**src/design/srt_pkg.sv**
```systemverilog
package srt_pkg;

    // field widths of the channel words
    localparam int FUNC_W  = 1;
    localparam int IDX_W   = 12;
    localparam int DATA_W  = 32;
    localparam int CNT_W   = 13;

    // default table size
    localparam int TABLE_DEPTH_DEF = 4096;

    // item function codes
    localparam logic [FUNC_W-1:0] FUNC_WRITE  = 1'b0;
    localparam logic [FUNC_W-1:0] FUNC_LOOKUP = 1'b1;

endpackage

```
**src/design/srt_if.sv**
```systemverilog
// input items: table writes and lookups
interface srt_req_if
    import srt_pkg::*;
();
    logic              valid;
    logic              ready;
    logic [FUNC_W-1:0] func;
    logic [IDX_W-1:0]  entry_index;
    logic [DATA_W-1:0] entry_value;
    logic [DATA_W-1:0] lookup_key;

    modport source (output valid, func, entry_index, entry_value, lookup_key, input ready);
    modport sink   (input valid, func, entry_index, entry_value, lookup_key, output ready);
endinterface

// results: one range index per lookup
interface srt_rsp_if
    import srt_pkg::*;
();
    logic             valid;
    logic             ready;
    logic [CNT_W-1:0] range_index;

    modport source (output valid, range_index, input ready);
    modport sink   (input valid, range_index, output ready);
endinterface

// entry count register writes
interface srt_cfg_if
    import srt_pkg::*;
();
    logic             valid;
    logic             ready;
    logic [CNT_W-1:0] data;

    modport source (output valid, data, input ready);
    modport sink   (input valid, data, output ready);
endinterface

```
**src/design/srt_ctrl.sv**
```systemverilog
// search sequencer: last-entry check, then binary search, one probe a cycle
module srt_ctrl
    import srt_pkg::*;
#(
    parameter int TABLE_DEPTH = TABLE_DEPTH_DEF,
    parameter int ADDR_W      = $clog2(TABLE_DEPTH)
)
(
    input  logic              clk,
    input  logic              rst_n,
    srt_req_if.sink           req,
    srt_rsp_if.source         rsp,
    srt_cfg_if.sink           cfg,
    output logic              mem_we,
    output logic [ADDR_W-1:0] mem_addr,
    output logic [DATA_W-1:0] mem_wdata,
    input  logic [DATA_W-1:0] mem_rdata
);

    localparam logic [1:0] ST_IDLE   = 2'd0;
    localparam logic [1:0] ST_CHECK  = 2'd1;
    localparam logic [1:0] ST_SEARCH = 2'd2;
    localparam logic [1:0] ST_HOLD   = 2'd3;

    logic [1:0]        state_reg, state_next;
    logic [CNT_W-1:0]  count_reg;
    logic [CNT_W-1:0]  n_reg, n_next;
    logic [CNT_W-1:0]  lo_reg, lo_next;
    logic [CNT_W-1:0]  hi_reg, hi_next;
    logic [CNT_W-1:0]  mid_reg, mid_next;
    logic [DATA_W-1:0] key_reg, key_next;
    logic [CNT_W-1:0]  res_reg, res_next;
    logic              rsp_valid_reg, rsp_valid_next;
    logic [CNT_W-1:0]  rsp_data_reg, rsp_data_next;

    logic              accept;
    logic              slot_free;
    logic [CNT_W-1:0]  n_clamp;
    logic              idx_ok;
    logic [CNT_W-1:0]  mem_idx;
    logic [ADDR_W+CNT_W-1:0] idx_ext;
    logic [CNT_W-1:0]  lo_w, hi_w;
    logic [CNT_W:0]    mid_sum;
    logic              done;
    logic [CNT_W-1:0]  done_val;

    assign req.ready = (state_reg == ST_IDLE);
    assign cfg.ready = 1'b1;
    assign accept    = req.valid && req.ready;
    assign slot_free = !rsp_valid_reg || rsp.ready;

    // entries in use, clipped to the table size
    assign n_clamp = (int'(count_reg) > TABLE_DEPTH) ? CNT_W'(TABLE_DEPTH) : count_reg;
    assign idx_ok  = int'(req.entry_index) < TABLE_DEPTH;

    // table index to memory address
    assign idx_ext   = {{ADDR_W{1'b0}}, mem_idx};
    assign mem_addr  = idx_ext[ADDR_W-1:0];
    assign mem_wdata = req.entry_value;

    assign mid_sum = {1'b0, lo_w} + {1'b0, hi_w};

    // sequencer
    always_comb
    begin
        state_next = state_reg;
        n_next     = n_reg;
        lo_next    = lo_reg;
        hi_next    = hi_reg;
        mid_next   = mid_reg;
        key_next   = key_reg;
        res_next   = res_reg;
        mem_we     = 1'b0;
        mem_idx    = mid_reg;
        lo_w       = lo_reg;
        hi_w       = hi_reg;
        done       = 1'b0;
        done_val   = res_reg;
        case (state_reg)
            ST_IDLE:
            begin
                if (accept)
                begin
                    if (req.func == FUNC_WRITE)
                    begin
                        mem_we  = idx_ok;
                        mem_idx = {1'b0, req.entry_index};
                    end
                    else
                    begin
                        key_next = req.lookup_key;
                        n_next   = n_clamp;
                        if (n_clamp == '0)
                        begin
                            res_next   = '0;
                            state_next = ST_HOLD;
                        end
                        else
                        begin
                            // fetch the last entry in use
                            mem_idx    = n_clamp - CNT_W'(1);
                            state_next = ST_CHECK;
                        end
                    end
                end
            end
            ST_CHECK:
            begin
                if (mem_rdata <= key_reg)
                begin
                    done     = 1'b1;
                    done_val = n_reg;
                end
                else
                begin
                    // answer lies in [1, n-1]
                    lo_w = CNT_W'(1);
                    hi_w = n_reg - CNT_W'(1);
                    if (lo_w < hi_w)
                    begin
                        mid_next   = mid_sum[CNT_W:1];
                        mem_idx    = mid_sum[CNT_W:1];
                        lo_next    = lo_w;
                        hi_next    = hi_w;
                        state_next = ST_SEARCH;
                    end
                    else
                    begin
                        done     = 1'b1;
                        done_val = lo_w;
                    end
                end
            end
            ST_SEARCH:
            begin
                if (mem_rdata > key_reg)
                begin
                    lo_w = lo_reg;
                    hi_w = mid_reg;
                end
                else
                begin
                    lo_w = mid_reg + CNT_W'(1);
                    hi_w = hi_reg;
                end
                if (lo_w < hi_w)
                begin
                    mid_next = mid_sum[CNT_W:1];
                    mem_idx  = mid_sum[CNT_W:1];
                    lo_next  = lo_w;
                    hi_next  = hi_w;
                end
                else
                begin
                    done     = 1'b1;
                    done_val = lo_w;
                end
            end
            ST_HOLD:
            begin
                done     = 1'b1;
                done_val = res_reg;
            end
            default:
            begin
                state_next = ST_IDLE;
            end
        endcase

        // result hand-off to the output register
        rsp_valid_next = rsp_valid_reg && !rsp.ready;
        rsp_data_next  = rsp_data_reg;
        if (done)
        begin
            if (slot_free)
            begin
                rsp_valid_next = 1'b1;
                rsp_data_next  = done_val;
                state_next     = ST_IDLE;
            end
            else
            begin
                res_next   = done_val;
                state_next = ST_HOLD;
            end
        end
    end

    // control state
    always_ff @(posedge clk or negedge rst_n)
    begin
        if (!rst_n)
        begin
            state_reg     <= ST_IDLE;
            count_reg     <= '0;
            rsp_valid_reg <= 1'b0;
        end
        else
        begin
            state_reg     <= state_next;
            rsp_valid_reg <= rsp_valid_next;
            if (cfg.valid && cfg.ready)
            begin
                count_reg <= cfg.data;
            end
        end
    end

    // search payload
    always_ff @(posedge clk)
    begin
        n_reg        <= n_next;
        lo_reg       <= lo_next;
        hi_reg       <= hi_next;
        mid_reg      <= mid_next;
        key_reg      <= key_next;
        res_reg      <= res_next;
        rsp_data_reg <= rsp_data_next;
    end

    assign rsp.valid       = rsp_valid_reg;
    assign rsp.range_index = rsp_data_reg;

endmodule

```
**src/flat_wrapper.sv**
```systemverilog
// flat-port wrapper written by rule: the top's interface ports become plain ports
module srt_ctrl_flat import srt_pkg::*;
#(
    parameter int TABLE_DEPTH = TABLE_DEPTH_DEF,
    parameter int ADDR_W      = $clog2(TABLE_DEPTH)
)
  (clk, rst_n, mem_we, mem_addr, mem_wdata, mem_rdata, req_valid, req_func, req_entry_index, req_entry_value, req_lookup_key, req_ready, rsp_valid, rsp_range_index, rsp_ready, cfg_valid, cfg_data, cfg_ready);
  srt_req_if req_i ();
  srt_rsp_if rsp_i ();
  srt_cfg_if cfg_i ();
  input  logic clk;
  input  logic rst_n;
  output logic mem_we;
  output logic [ADDR_W-1:0] mem_addr;
  output logic [DATA_W-1:0] mem_wdata;
  input  logic [DATA_W-1:0] mem_rdata;
  input wire logic [$bits(req_i.valid)-1:0] req_valid;
  input wire logic [$bits(req_i.func)-1:0] req_func;
  input wire logic [$bits(req_i.entry_index)-1:0] req_entry_index;
  input wire logic [$bits(req_i.entry_value)-1:0] req_entry_value;
  input wire logic [$bits(req_i.lookup_key)-1:0] req_lookup_key;
  output wire logic [$bits(req_i.ready)-1:0] req_ready;
  output wire logic [$bits(rsp_i.valid)-1:0] rsp_valid;
  output wire logic [$bits(rsp_i.range_index)-1:0] rsp_range_index;
  input wire logic [$bits(rsp_i.ready)-1:0] rsp_ready;
  input wire logic [$bits(cfg_i.valid)-1:0] cfg_valid;
  input wire logic [$bits(cfg_i.data)-1:0] cfg_data;
  output wire logic [$bits(cfg_i.ready)-1:0] cfg_ready;
  assign req_i.valid = req_valid;
  assign req_i.func = req_func;
  assign req_i.entry_index = req_entry_index;
  assign req_i.entry_value = req_entry_value;
  assign req_i.lookup_key = req_lookup_key;
  assign req_ready = req_i.ready;
  assign rsp_valid = rsp_i.valid;
  assign rsp_range_index = rsp_i.range_index;
  assign rsp_i.ready = rsp_ready;
  assign cfg_i.valid = cfg_valid;
  assign cfg_i.data = cfg_data;
  assign cfg_ready = cfg_i.ready;
  srt_ctrl #(.TABLE_DEPTH(TABLE_DEPTH), .ADDR_W(ADDR_W)) u_core (.clk(clk), .rst_n(rst_n), .req(req_i), .rsp(rsp_i), .cfg(cfg_i), .mem_we(mem_we), .mem_addr(mem_addr), .mem_wdata(mem_wdata), .mem_rdata(mem_rdata));
endmodule
```
**config.mk**
```make
export PLATFORM = sky130hd
export DESIGN_NAME = srt_ctrl_flat
export DESIGN_NICKNAME = d
export VERILOG_FILES = /design/src/design/srt_pkg.sv /design/src/design/srt_if.sv /design/src/design/srt_ctrl.sv /design/src/flat_wrapper.sv
export SDC_FILE = /design/constraint.sdc
export NUM_CORES = 1
export LEC_CHECK = 0
export BUFFER_PORTS_ARGS = -buffer_cell sky130_fd_sc_hd__buf_2
export CAP_MARGIN = 20
export CORE_MARGIN = 2
export CORE_UTILIZATION = 56
export CTS_CLUSTER_DIAMETER = 50
export DETAILED_ROUTE_END_ITERATION = 8
export GPL_TIMING_DRIVEN = 0
export PLACE_DENSITY = 0.82
export SLEW_MARGIN = 30
export SYNTH_ARGS = -nofsm -noshare
export SYNTH_HDL_FRONTEND = slang
export SYNTH_SLANG_ARGS = --single-unit
```
**constraint.sdc**
```tcl
create_clock -name clk -period 7.6 [get_ports clk]
set_clock_uncertainty 0.2 [all_clocks]
set_input_delay 0.76 -clock clk [delete_from_list [all_inputs] [get_ports clk]]
set_output_delay 0.76 -clock clk [all_outputs]
set_load 0.01 [all_outputs]
```
# Word level (Yosys, flattened, before mapping)
# Index checks and enable logic that the tools add are counted.
classes:
  eq_ne: 10
  addsub: 4
  n_mux: 52
  reduce_logical: 13
  n_lt_le_gt_ge: 5
ops:
  columns: ["cell", "n"]
  rows:
  - ["$mux 13", 25]
  - ["$pmux 13 s2", 6]
  - ["$mux 12", 3]
  - ["$pmux 12 s3", 1]
  - ["$gt 32x32->1", 1]
  - ["$le 32x32->1", 1]
  - ["$add 13x13->14", 1]
  - ["$mux 2", 7]
  - ["$add 13x1->13 const B", 1]
  - ["$gt 13x13->1 const B", 1]
  - ["$logic_not 13->1", 1]
  - ["$lt 1x13->1 const A", 1]
  - ["$lt 13x13->1", 1]
  - ["$sub 13x1->13 const B", 1]
  - ["$sub 12x1->12 const B", 1]
  - ["$mux 1", 8]
  - ["$ne 3x3->1 const B", 2]
  - ["$reduce_and 5->1", 1]
  - ["$eq 2x2->1 const B", 2]
  - ["$ne 2x1->1 const B", 2]
  - ["$pmux 2 s2", 1]
  - ["$reduce_and 4->1", 1]
  - ["$ne 3x1->1 const B", 1]
  - ["$ne 3x2->1 const B", 1]
  - ["other kinds (11)", 13]
totals:
  ff_bits: 126
  in_bits: 127
  output_inout_bits: 61
  word_cells: 94

# Logic depth before layout (Yosys ltp)
# Gate-level depths: netlist (run 1).
logic_depth:
  ltp_word: 9
  ltp_mapped: 22
  mapped_depth_nobuf: 21

# Worst setup path before layout (run 1)
# No wires, ideal clock.
synth_timing:
  kind: "input to register"
  startpoint: "input mem_rdata[1]"
  endpoint: "register u_core.hi_reg[0], enable pin"
  setup_ns: 0.453
  setup_slack_ns: 0.389
  stages: 16
  arrival_ns: 6.559
  n_path_buf: 2
  required_time_ns: 6.947
  path_cell_list: "ha_1 -> nor2b_1 -> o211ai_1 -> a2111oi_1 -> o41a_1 -> nor2_2 -> clkbuf_1 -> mux2i_1 -> ha_1 -> a21o_1 -> a21o_1 -> a221oi_1 -> o211ai_1 -> or3_1 -> clkbuf_1 -> a211oi_1"
synth_between:
  elab_chain_cells: 6
  word_cells_on_any_way: 10
synth_lines:
  columns: ["item", "line_no", "source"]
  rows:
  - ["start, declared", "flat_wrapper.sv:16", "input logic [DATA_W-1:0] mem_rdata;"]
  - ["$gt 32x32->1", "srt_ctrl.sv:136", "if (mem_rdata > key_reg)"]
  - ["$mux 13", "srt_ctrl.sv:136", null]
  - ["$mux 13", "srt_ctrl.sv:79", "case (state_reg)"]
  - ["$lt 13x13->1", "srt_ctrl.sv:146", "if (lo_w < hi_w)"]
  - ["$ne 2x1->1 (no line)", null, null]
  - ["$reduce_and 4->1 (no line) (*)", null, null]
  - ["end signal, assigned", "srt_ctrl.sv:214", "hi_reg <= hi_next;"]
  - ["end, declared", "srt_ctrl.sv:29", "logic [CNT_W-1:0] hi_reg, hi_next;"]
# Mark *: on every way between the ends. The rest lies on a longest branch, timed or not. The select of a mux whose other input is x is not followed.
# A chain may end at the register's enable or synchronous reset.

# Worst setup path in the final report (run 1)
layout_timing:
  startpoint: "input mem_rdata[31]"
  endpoint: "output mem_addr[2]"
layout_between:
  elab_chain_cells: 8
  word_cells_on_any_way: 16
layout_lines:
  columns: ["item", "line_no", "source"]
  rows:
  - ["$gt 32x32->1", "srt_ctrl.sv:136", null]
  - ["$mux 13", "srt_ctrl.sv:136", null]
  - ["$mux 13", "srt_ctrl.sv:79", null]
  - ["$pmux 13 s2", "srt_ctrl.sv:79", null]
  - ["$add 13x13->14", "srt_ctrl.sv:61", "assign mid_sum = {1'b0, lo_w} + {1'b0, hi_w};"]
  - ["$mux 13", "srt_ctrl.sv:119", "if (lo_w < hi_w)"]
  - ["$mux 13", "srt_ctrl.sv:109", "if (mem_rdata <= key_reg)"]
  - ["$pmux 12 s3 (*)", "srt_ctrl.sv:79", null]
  - ["end, declared", "flat_wrapper.sv:14", "output logic [ADDR_W-1:0] mem_addr;"]
# Marks and branches as above.

==> results of run 1 <==
## cells by family after synthesis
family	count (synthesis)	synth area share, %
adder cells (fa/ha/maj)	65	9.18
flip-flops	126	40.0
buffers and inverters	160	8.25
XOR/XNOR	38	3.72
AND/OR/NAND/NOR	260	14.2
AO/OA/AOI/OAI	267	19.6
multiplexers	43	5.08
other	1	0.0419
## metal layers
metal / routed length, um / global-route usage (%)
met1: 10600 / 40.6
met2: 12900 / 53.5
met3: 2770 / 8.88
met4: 897 / 12.4
met5: 0 / 0
## report_power, final
| part | total (mW) | leakage (nW) | internal (mW) | switching, mW |
|---|---|---|---|---|
| logic | 3.26 | 3.18 | 1.16 | 2.10 |
| registers | 1.23 | 1.21 | 1.09 | 0.144 |
| clock network | 0.740 | 0.253 | 0.425 | 0.314 |
| total | 5.23 | 4.64 | 2.67 | 2.56 |
## worst paths after layout
path | from | end | slack (ns) | cells after the start
setup / recovery | mem_rdata[31] | mem_addr[2] | 0.29 | 21
hold / removal | rst_n | u_core.count_reg[10] | 0.03 | 1
setup reg to reg | u_core.key_reg[31] | u_core.lo_reg[11] | 1.03 | 21
hold reg to reg | u_core.res_reg[2] | u_core.res_reg[2] | 0.26 | 2
max in group asynchronous | rst_n | u_core.state_reg[1] | 6.91 | 1
min in group clk | u_core.res_reg[2] | u_core.res_reg[2] | 0.26 | 2
## stage by stage
step / std cells / TNS, ns
finish: 1364 / 0
global route: 1364 / -0.00774
CTS: 1364 / 0
detailed placement: 1332 / 0
global placement: 1330 / -48.57
floorplan: 960 / 0
## cells in the mapped netlist, types with 4 or more instances
master	n
o22ai_1	7
a221oi_1	4
dfrtp_1	16
a21o_1	20
a31oi_1	16
o21a_1	9
and3_1	8
mux2i_1	24
buf_2	5
nand2b_1	4
buf_4	33
nand4_1	14
a311oi_1	4
o221ai_1	6
inv_1	78
or3_1	5
a22o_1	8
nand2_1	62
a222oi_1	10
nor2_1	74
nand3_1	38
xnor2_1	27
mux2_2	17
dfxtp_1	13
nor3_1	15
nor4_1	7
nor2b_1	11
o211ai_1	7
a21oi_1	57
o21ai_0	66
clkbuf_1	39
edfxtp_1	97
ha_1	64
xor2_1	11
o21ai_1	15
## repair_timing
item / in CTS / in global routing
setup buffers: 0 / 0
gates resized for setup: 0 / 7
setup endpoints to repair: 0 / 12
## layout make-up
class                   instances  share of cell area, %
repair buffers                156                   7.56
flip-flops and latches        126                   33.7
plain buffers                  80                   4.18
clock buffers                  20                   4.22
clock inverters                12                  0.839
well taps                     216                   2.55
inverters                      80                   2.84
multi-input cells             674                   44.1
==> impl_metrics.yaml, run 1 <==
run_status:
  outcome: "completed"
layout:
  layout-drive-gt1-share_pct: 23.0
  fin_util_pct: 67.1
  syn_to_final_growth_pct: 18.4
  largest_reg_flops: 32
  finalInstanceArea_um2: 10600
  nNetsFinal: 1327
  n_fill_cell: 1268
  ff_latch_area_um2: 3570
  layout_common_cells: "buf_2 (159), edfxtp_1 (97), inv_1 (78), nor2_1 (74), o21ai_0 (66)"
  antenna_cells: 0
  multiInputGateArea_um2: 4670
  layout_commonest_cell: "buf_2"
detailed_routing:
  first_pass_iters: 7
  drtIter0Drc: 1065
  wl_per_cell_um: 19.9
  vias: 8387
  antenna_left: 0
  drc: 0
  wirelength_mm: 27.1
  vias_per_cell: 6.15
sta:
  maxSlewHeadroom_pct: 41.0
  holdWs_ns: 0.0308
  fin_crit_sh_pct: 96.2
  tightest_slew_ns: 0.882
  finalHoldViolCount: 0
  setup_ws_ns: 0.292
  fmax_ghz: 0.137
  finalMaxSlewViolations: 0
  setup_viol: 0
  layout_min_cycle_time_ns: 7.31
clocking:
  postCtsHoldBufs: 0
  cts_buffers: 17
  cts_root_buffer: "clkbuf_16"
  clk_path_buf_depth: 2
  clkTransAtPathRegs_ns: 0.06
  clkSinkCount: 126
  cts_tree: "done"
  cts-htree-levels: 4
  worstSkewPairLatency_ns: 0.43
floorplan:
  die_h_um: 130
  core.rowCount: 46
  die_w_um: 130
  dieArea_um2: 17000
  pin_count: 188
  initial_core_util_pct: 56.7
  design.core.area_um2: 15800
power:
  fin_total_pwr_mw: 5.23
  leakagePower_nw: 4.64
  ir_worst_vdd_v: 0.000288
  powerDensity_nw_per_um2: 494
setup_path:
  worstSetupPathType: "in -> out"
  max_stage_delay_ns: 0.71
  path_cells: "buf_2 > ha_1 > nand4_1 > nor4_2 > nor2b_1 > o41ai_2 > nand2_1 > clkbuf_1 > nor2_1 > a21oi_1 > inv_1 > ha_1 > nand4_1 > nor3_2 > a221oi_1 > o211ai_1 > or4_1 > o21ai_1 > o21ai_0 > o21ai_0 > buf_2"
  path_buf_inv: 4
  path_delay_family: "simple AND/OR/NAND/NOR gates"
  end_kind: "primary output"
  start_kind: "input port"
  cp.arrival_ns: 6.35
  cp.required_ns: 6.64
  crit_slowest_cell: "or4_1"
  worst-path-max-fanout: 10
synthesis:
  synth_top_area_share_pct: 32.6
  ys_seq_area_share_pct: 40.0
  yosysTopAreaCell: "edfxtp_1"
  synth_fp_nets: 1152
  synth-async-reset-ratio_pct: 12.7
  ys_top_cells_by_area: "edfxtp_1 (33%), ha_1 (9.0%), dfrtp_1 (4.5%), o21ai_0 (3.7%), inv_1 (3.3%)"
  ys_warn_count: 0
  synthCells: 960
  avgSynthCellArea_um2: 9.32
  synth_edf_count: 97
  synth_ff_type: "edfxtp_1"
  syn_area_um2: 8940
  ys_ff_latch: 126
  ys_types: 82
grt:
  grt_max_degree: 50
  grt_usage_pct: 32.3
  grt_pass1_vias: 7683
  grt_pass1_wl_mm: 41.2
  overflow: 0
  antenna_found_initial: 0
min_path:
  min_path_type: "in -> async"
placed_design:
  dp_hpwl_mm: 21.0
  dpl_cell_area_um2: 10000
  dpl_worst_slack_ns: 0.0890
  portBuffers: 154
  place_congestion: 1.04
flow_run:
  drv_cap: 0
No activity file was read; power rests on OpenSTA's default activity.
==> run 2, diff against run 1 <==
--- a/config.mk
+++ b/config.mk
@@ -12,8 +12,8 @@
 export CTS_CLUSTER_DIAMETER = 50
 export DETAILED_ROUTE_END_ITERATION = 8
 export GPL_TIMING_DRIVEN = 0
+export HOLD_SLACK_MARGIN = 0.08
 export PLACE_DENSITY = 0.82
-export SLEW_MARGIN = 30
 export SYNTH_ARGS = -nofsm -noshare
 export SYNTH_HDL_FRONTEND = slang
 export SYNTH_SLANG_ARGS = --single-unit
==> constraint.sdc (replaced) <==
create_clock -name clk -period 8.1 [get_ports clk]
set_clock_uncertainty 0.2 [all_clocks]
set_input_delay 0.81 -clock clk [delete_from_list [all_inputs] [get_ports clk]]
set_output_delay 0.81 -clock clk [all_outputs]
set_load 0.01 [all_outputs]
==> impl_metrics.yaml, run 2 (synthesized netlist as in run 1, its figures left out) <==
run_status:
  outcome: "completed"
floorplan:
  dieArea_um2: 17000
  die_w_um: 130
  die_h_um: 130
  pin_count: 188
  initial_core_util_pct: 56.7
  design.core.area_um2: 15800
  core.rowCount: 46
layout:
  fin_util_pct: 67.5
  layout_common_cells: "buf_2 (159), edfxtp_1 (97), inv_1 (78), nor2_1 (74), o21ai_0 (66)"
  finalInstanceArea_um2: 10600
  layout-drive-gt1-share_pct: 22.7
  layout_commonest_cell: "buf_2"
  syn_to_final_growth_pct: 19.0
  largest_reg_flops: 32
  layoutNonFillerInstCount: 1365
  antenna_cells: 0
  nNetsFinal: 1328
  n_fill_cell: 1261
setup_path:
  rrSetupSlack_ns: 1.40
  path_buf_inv: 5
  cp.arrival_ns: 6.60
  crit_slowest_cell: "nor3_1"
  end_kind: "primary output"
  worst-path-max-fanout: 10
  worstSetupPathType: "in -> out"
  max_stage_delay_ns: 0.60
  cp.required_ns: 7.09
  path_delay_family: "simple AND/OR/NAND/NOR gates"
  path_cells: "buf_2 > ha_1 > nand4_1 > nor4_2 > nand2_1 > o21a_1 > nor2_2 > clkbuf_1 > nand2_1 > o21ai_0 > inv_1 > ha_1 > nand4_1 > nor3_1 > a221oi_1 > o211ai_1 > or3_1 > clkbuf_1 > a21oi_1 > o22ai_1 > buf_2"
  start_kind: "input port"
min_path:
  min_path_type: "reg -> reg"
detailed_routing:
  antenna_left: 0
  first_pass_iters: 6
  drtIter0Drc: 1025
  wirelength_mm: 27.6
  drc: 0
  wl_per_cell_um: 20.2
  vias: 8386
  vias_per_cell: 6.14
sta:
  finalHoldViolCount: 0
  holdWs_ns: 0.260
  setup_viol: 0
  rsz0062_at_grt: "false"
  setup_ws_ns: 0.488
  setup-tns-final_ns: 0
  tightest_slew_ns: 0.873
  layout_min_cycle_time_ns: 7.61
  maxSlewHeadroom_pct: 41.6
  fmax_ghz: 0.131
  fin_crit_sh_pct: 94.0
  finalMaxSlewViolations: 0
clocking:
  postCtsSetupRepairBufs: 0
  cts-htree-levels: 4
  clkTransAtPathRegs_ns: 0.05
  clkSinkCount: 126
  cts_root_buffer: "clkbuf_16"
  cts_tree: "done"
  clk_path_buf_depth: 2
  worstSkewPairLatency_ns: 0.43
  cts_buffers: 17
placed_design:
  dpl_worst_slack_ns: 0.476
  dp.cells: 1332
  portBuffers: 154
  dp_hpwl_mm: 21.0
  dpl_cell_area_um2: 10000
  place_congestion: 1.04
power:
  power.share.combinational_pct: 61.3
  ir_worst_vdd_v: 0.000287
  leakagePower_nw: 4.69
  pwr-share-seq_pct: 23.2
  clkPwrFrac_pct: 15.4
  fin_total_pwr_mw: 4.98
  powerDensity_nw_per_um2: 468
  p_int_mw: 2.57
  netSwitchingPower_mw: 2.41
  p_sw_share_pct: 48.5
grt:
  grt_pass1_wl_mm: 41.2
  grt_max_degree: 37
  antenna_found_initial: 0
  overflow: 0
  grt_pass1_vias: 7748
  grt_usage_pct: 32.5
flow_run:
  drv_cap: 0
run 2: worst reg2reg max path, cell delays in order, from the launching register on:
cell and delay (ns):
edfxtp_1 0.34, inv_1 0.04, ha_1 0.31, nand4_1 0.22
nor4_2 0.52, nand2_1 0.13, o21a_1 0.18, nor2_2 0.48
clkbuf_1 0.51, nand2_1 0.12, o21ai_0 0.30, inv_1 0.10
ha_1 0.34, nand4_1 0.13, nor3_1 0.13, a221oi_1 0.28
o211ai_1 0.30, or3_1 0.50, clkbuf_1 0.28, a211oi_4 0.71
buf_8 0.27
run 2: layout make-up:
class	count	area (um^2)	share of cell area, %
inverters	80	300	2.82
multi-input cells	674	4650	43.7
clock inverters	10	95.1	0.893
flip-flops and latches	126	3570	33.6
plain buffers	80	439	4.13
well taps	216	270	2.54
clock buffers	22	497	4.67
repair buffers	157	816	7.66
run 2: final timing paths:
| kind | startpoint | endpoint | cells after the start |
|---|---|---|---|
| max | mem_rdata[31] | mem_addr[1] | 21 |
| min | u_core.res_reg[2] | u_core.res_reg[2] | 2 |
| max reg2reg | u_core.key_reg[31] | u_core.lo_reg[12] | 20 |
| min reg2reg | u_core.res_reg[2] | u_core.res_reg[2] | 2 |
| max in group asynchronous | rst_n | u_core.rsp.valid | 2 |
| min in group asynchronous | rst_n | u_core.count_reg[2] | 2 |
run 2: power groups by stage:
stage / logic, mW / registers (mW) / clock network, mW
4_1_cts: 2.96 / 1.15 / 0.774
2_1_floorplan: 2.00 / 1.14 / 0
6_report: 3.06 / 1.16 / 0.769
3_5_place_dp: 2.93 / 1.16 / 0
5_1_grt: 3.27 / 1.17 / 0.797
3_3_place_gp: 2.86 / 1.16 / 0
run 2: what timing repair did:
item / CTS / global route
hold buffers: 1 / 0
gates resized for setup: 0 / 2
hold endpoints to repair: 4 / 0
setup endpoints to repair: 0 / 9
run 2: per-layer routing:
metal	share of wire, %	global-route usage, %	vias to the layer above
met5	0	0	-
met4	4.6	15.6	0
met3	11	9.65	100
met2	46	52.5	536
met1	38	40.2	3892
li1	-	-	3858
==> run 3, diff against run 2 <==
--- a/config.mk
+++ b/config.mk
@@ -13,7 +13,8 @@
 export DETAILED_ROUTE_END_ITERATION = 8
 export GPL_TIMING_DRIVEN = 0
 export HOLD_SLACK_MARGIN = 0.08
-export PLACE_DENSITY = 0.82
+export MAX_ROUTING_LAYER = met4
+export PLACE_DENSITY_LB_ADDON = 0.2
 export SYNTH_ARGS = -nofsm -noshare
 export SYNTH_HDL_FRONTEND = slang
 export SYNTH_SLANG_ARGS = --single-unit
==> impl_metrics.yaml, run 3 (synthesized netlist as in run 1, its figures left out) <==
layout:
  syn_to_final_growth_pct: 19.0
  largest_reg_flops: 32
  finalInstanceArea_um2: 10600
  layout_commonest_cell: "buf_2"
  layout_common_cells: "buf_2 (159), edfxtp_1 (97), inv_1 (78), nor2_1 (74), o21ai_0 (66)"
  layoutNonFillerInstCount: 1364
  layout-drive-gt1-share_pct: 22.8
  antenna_cells: 0
  nNetsFinal: 1327
grt:
  grt_pass1_wl_mm: 41.9
  overflow: 0
  grt_max_degree: 33
  grt_pass1_vias: 7619
  grt_usage_pct: 34.1
  antenna_found_initial: 0
detailed_routing:
  vias_per_cell: 6.15
  drtIter0Drc: 1037
  antenna_left: 0
  drc: 0
  wirelength_mm: 28.0
  vias: 8388
  first_pass_iters: 6
  wl_per_cell_um: 20.5
sta:
  maxSlewHeadroom_pct: 43.5
  holdWs_ns: 0.0902
  setup_viol: 0
  fin_crit_sh_pct: 97.4
  finalMaxSlewViolations: 0
  rsz0062_at_grt: "false"
  finalHoldViolCount: 0
  fmax_ghz: 0.127
  tightest_slew_ns: 0.840
  layout_min_cycle_time_ns: 7.89
  setup-tns-final_ns: 0
setup_path:
  path_buf_inv: 5
  crit_slowest_cell: "nor3_1"
  r2r_start: "u_core.key_reg[31]"
  start_kind: "input port"
  cp.required_ns: 7.09
  worstSetupPathType: "in -> out"
  cp.arrival_ns: 6.88
  worst-path-max-fanout: 10
  cp-startpoint: "mem_rdata[31]"
  end_kind: "primary output"
  rrSetupSlack_ns: 1.29
  path_cells: "buf_2 > ha_1 > nand4_1 > nor4_2 > nand2_1 > o21a_1 > nor2_2 > clkbuf_1 > nand2_1 > o21ai_0 > inv_1 > ha_1 > nand4_1 > nor3_1 > a221oi_1 > o211ai_1 > or3_1 > clkbuf_1 > a21oi_1 > o22ai_1 > buf_2"
  path_delay_family: "simple AND/OR/NAND/NOR gates"
  max_stage_delay_ns: 0.63
power:
  powerDensity_nw_per_um2: 469
  ir_worst_vdd_v: 0.000217
  leakagePower_nw: 4.67
  fin_total_pwr_mw: 4.99
placed_design:
  place_congestion: 1.02
  portBuffers: 154
  dp.cells: 1332
  dpl_cell_area_um2: 10000
  dp_hpwl_mm: 21.2
clocking:
  worstSkewPairLatency_ns: 0.44
  cts_tree: "done"
  cts_root_buffer: "clkbuf_16"
  clkSinkCount: 126
  cts-htree-levels: 4
  cts_buffers: 17
  clkTransAtPathRegs_ns: 0.06
  clk_path_buf_depth: 2
  postCtsHoldBufs: 0
floorplan:
  core.rowCount: 46
  dieArea_um2: 17000
  design.core.area_um2: 15800
  die_w_um: 130
  die_h_um: 130
  pin_count: 188
  initial_core_util_pct: 56.7
run_status:
  outcome: "completed"
min_path:
  min_path_type: "in -> async"
flow_run:
  drv_cap: 0
==> run 3: path summary, 6_finish.rpt <==
check                                      endpoint  cells past startpoint
worst min register to register    u_core.res_reg[8]                      2
worst min-delay path            u_core.count_reg[8]                      1
max in group asynchronous       u_core.state_reg[0]                      1
worst max-delay path                    mem_addr[1]                     21
min in group clk                  u_core.res_reg[8]                      2
worst max register to register     u_core.hi_reg[7]                     20
==> run 3: cell type report <==
type,count,area [um^2]
plain buffers,80,439
clock buffers,19,454
clock inverters,13,129
fillers,1327,5130
inverters,80,300
multi-input cells,674,4650
flip-flops and latches,126,3570
well taps,216,270
repair buffers,156,818
==> run 3: power breakdown <==
| group | switching (mW) | total, mW | internal (mW) |
|---|---|---|---|
| logic | 1.99 | 3.08 | 1.09 |
| clock network | 0.313 | 0.758 | 0.445 |
| registers | 0.136 | 1.16 | 1.02 |
==> run 3: metal layers <==
metal,routed length [um],GRT usage [%],vias up
met2,12700,52.0,506
met1,11400,44.7,3948
li1,-,-,3858
met5,0,-,-
met4,1160,14.9,0
met3,2780,6.47,76
==> run 3: through the flow <==
step | util [%] | setup slack [ns]
after floorplan | - | 0.839
after global placement | 63.3 | -1.65
after detailed placement | 63.7 | 0.225
after CTS | 67.4 | 0.124
after global routing | 67.5 | 0.00941
final | 67.5 | 0.214
==> run 3: what timing repair did <==
action,CTS,global route
resized for setup,0,2
setup buffers,0,0
endpoints found under the setup margin,0,9
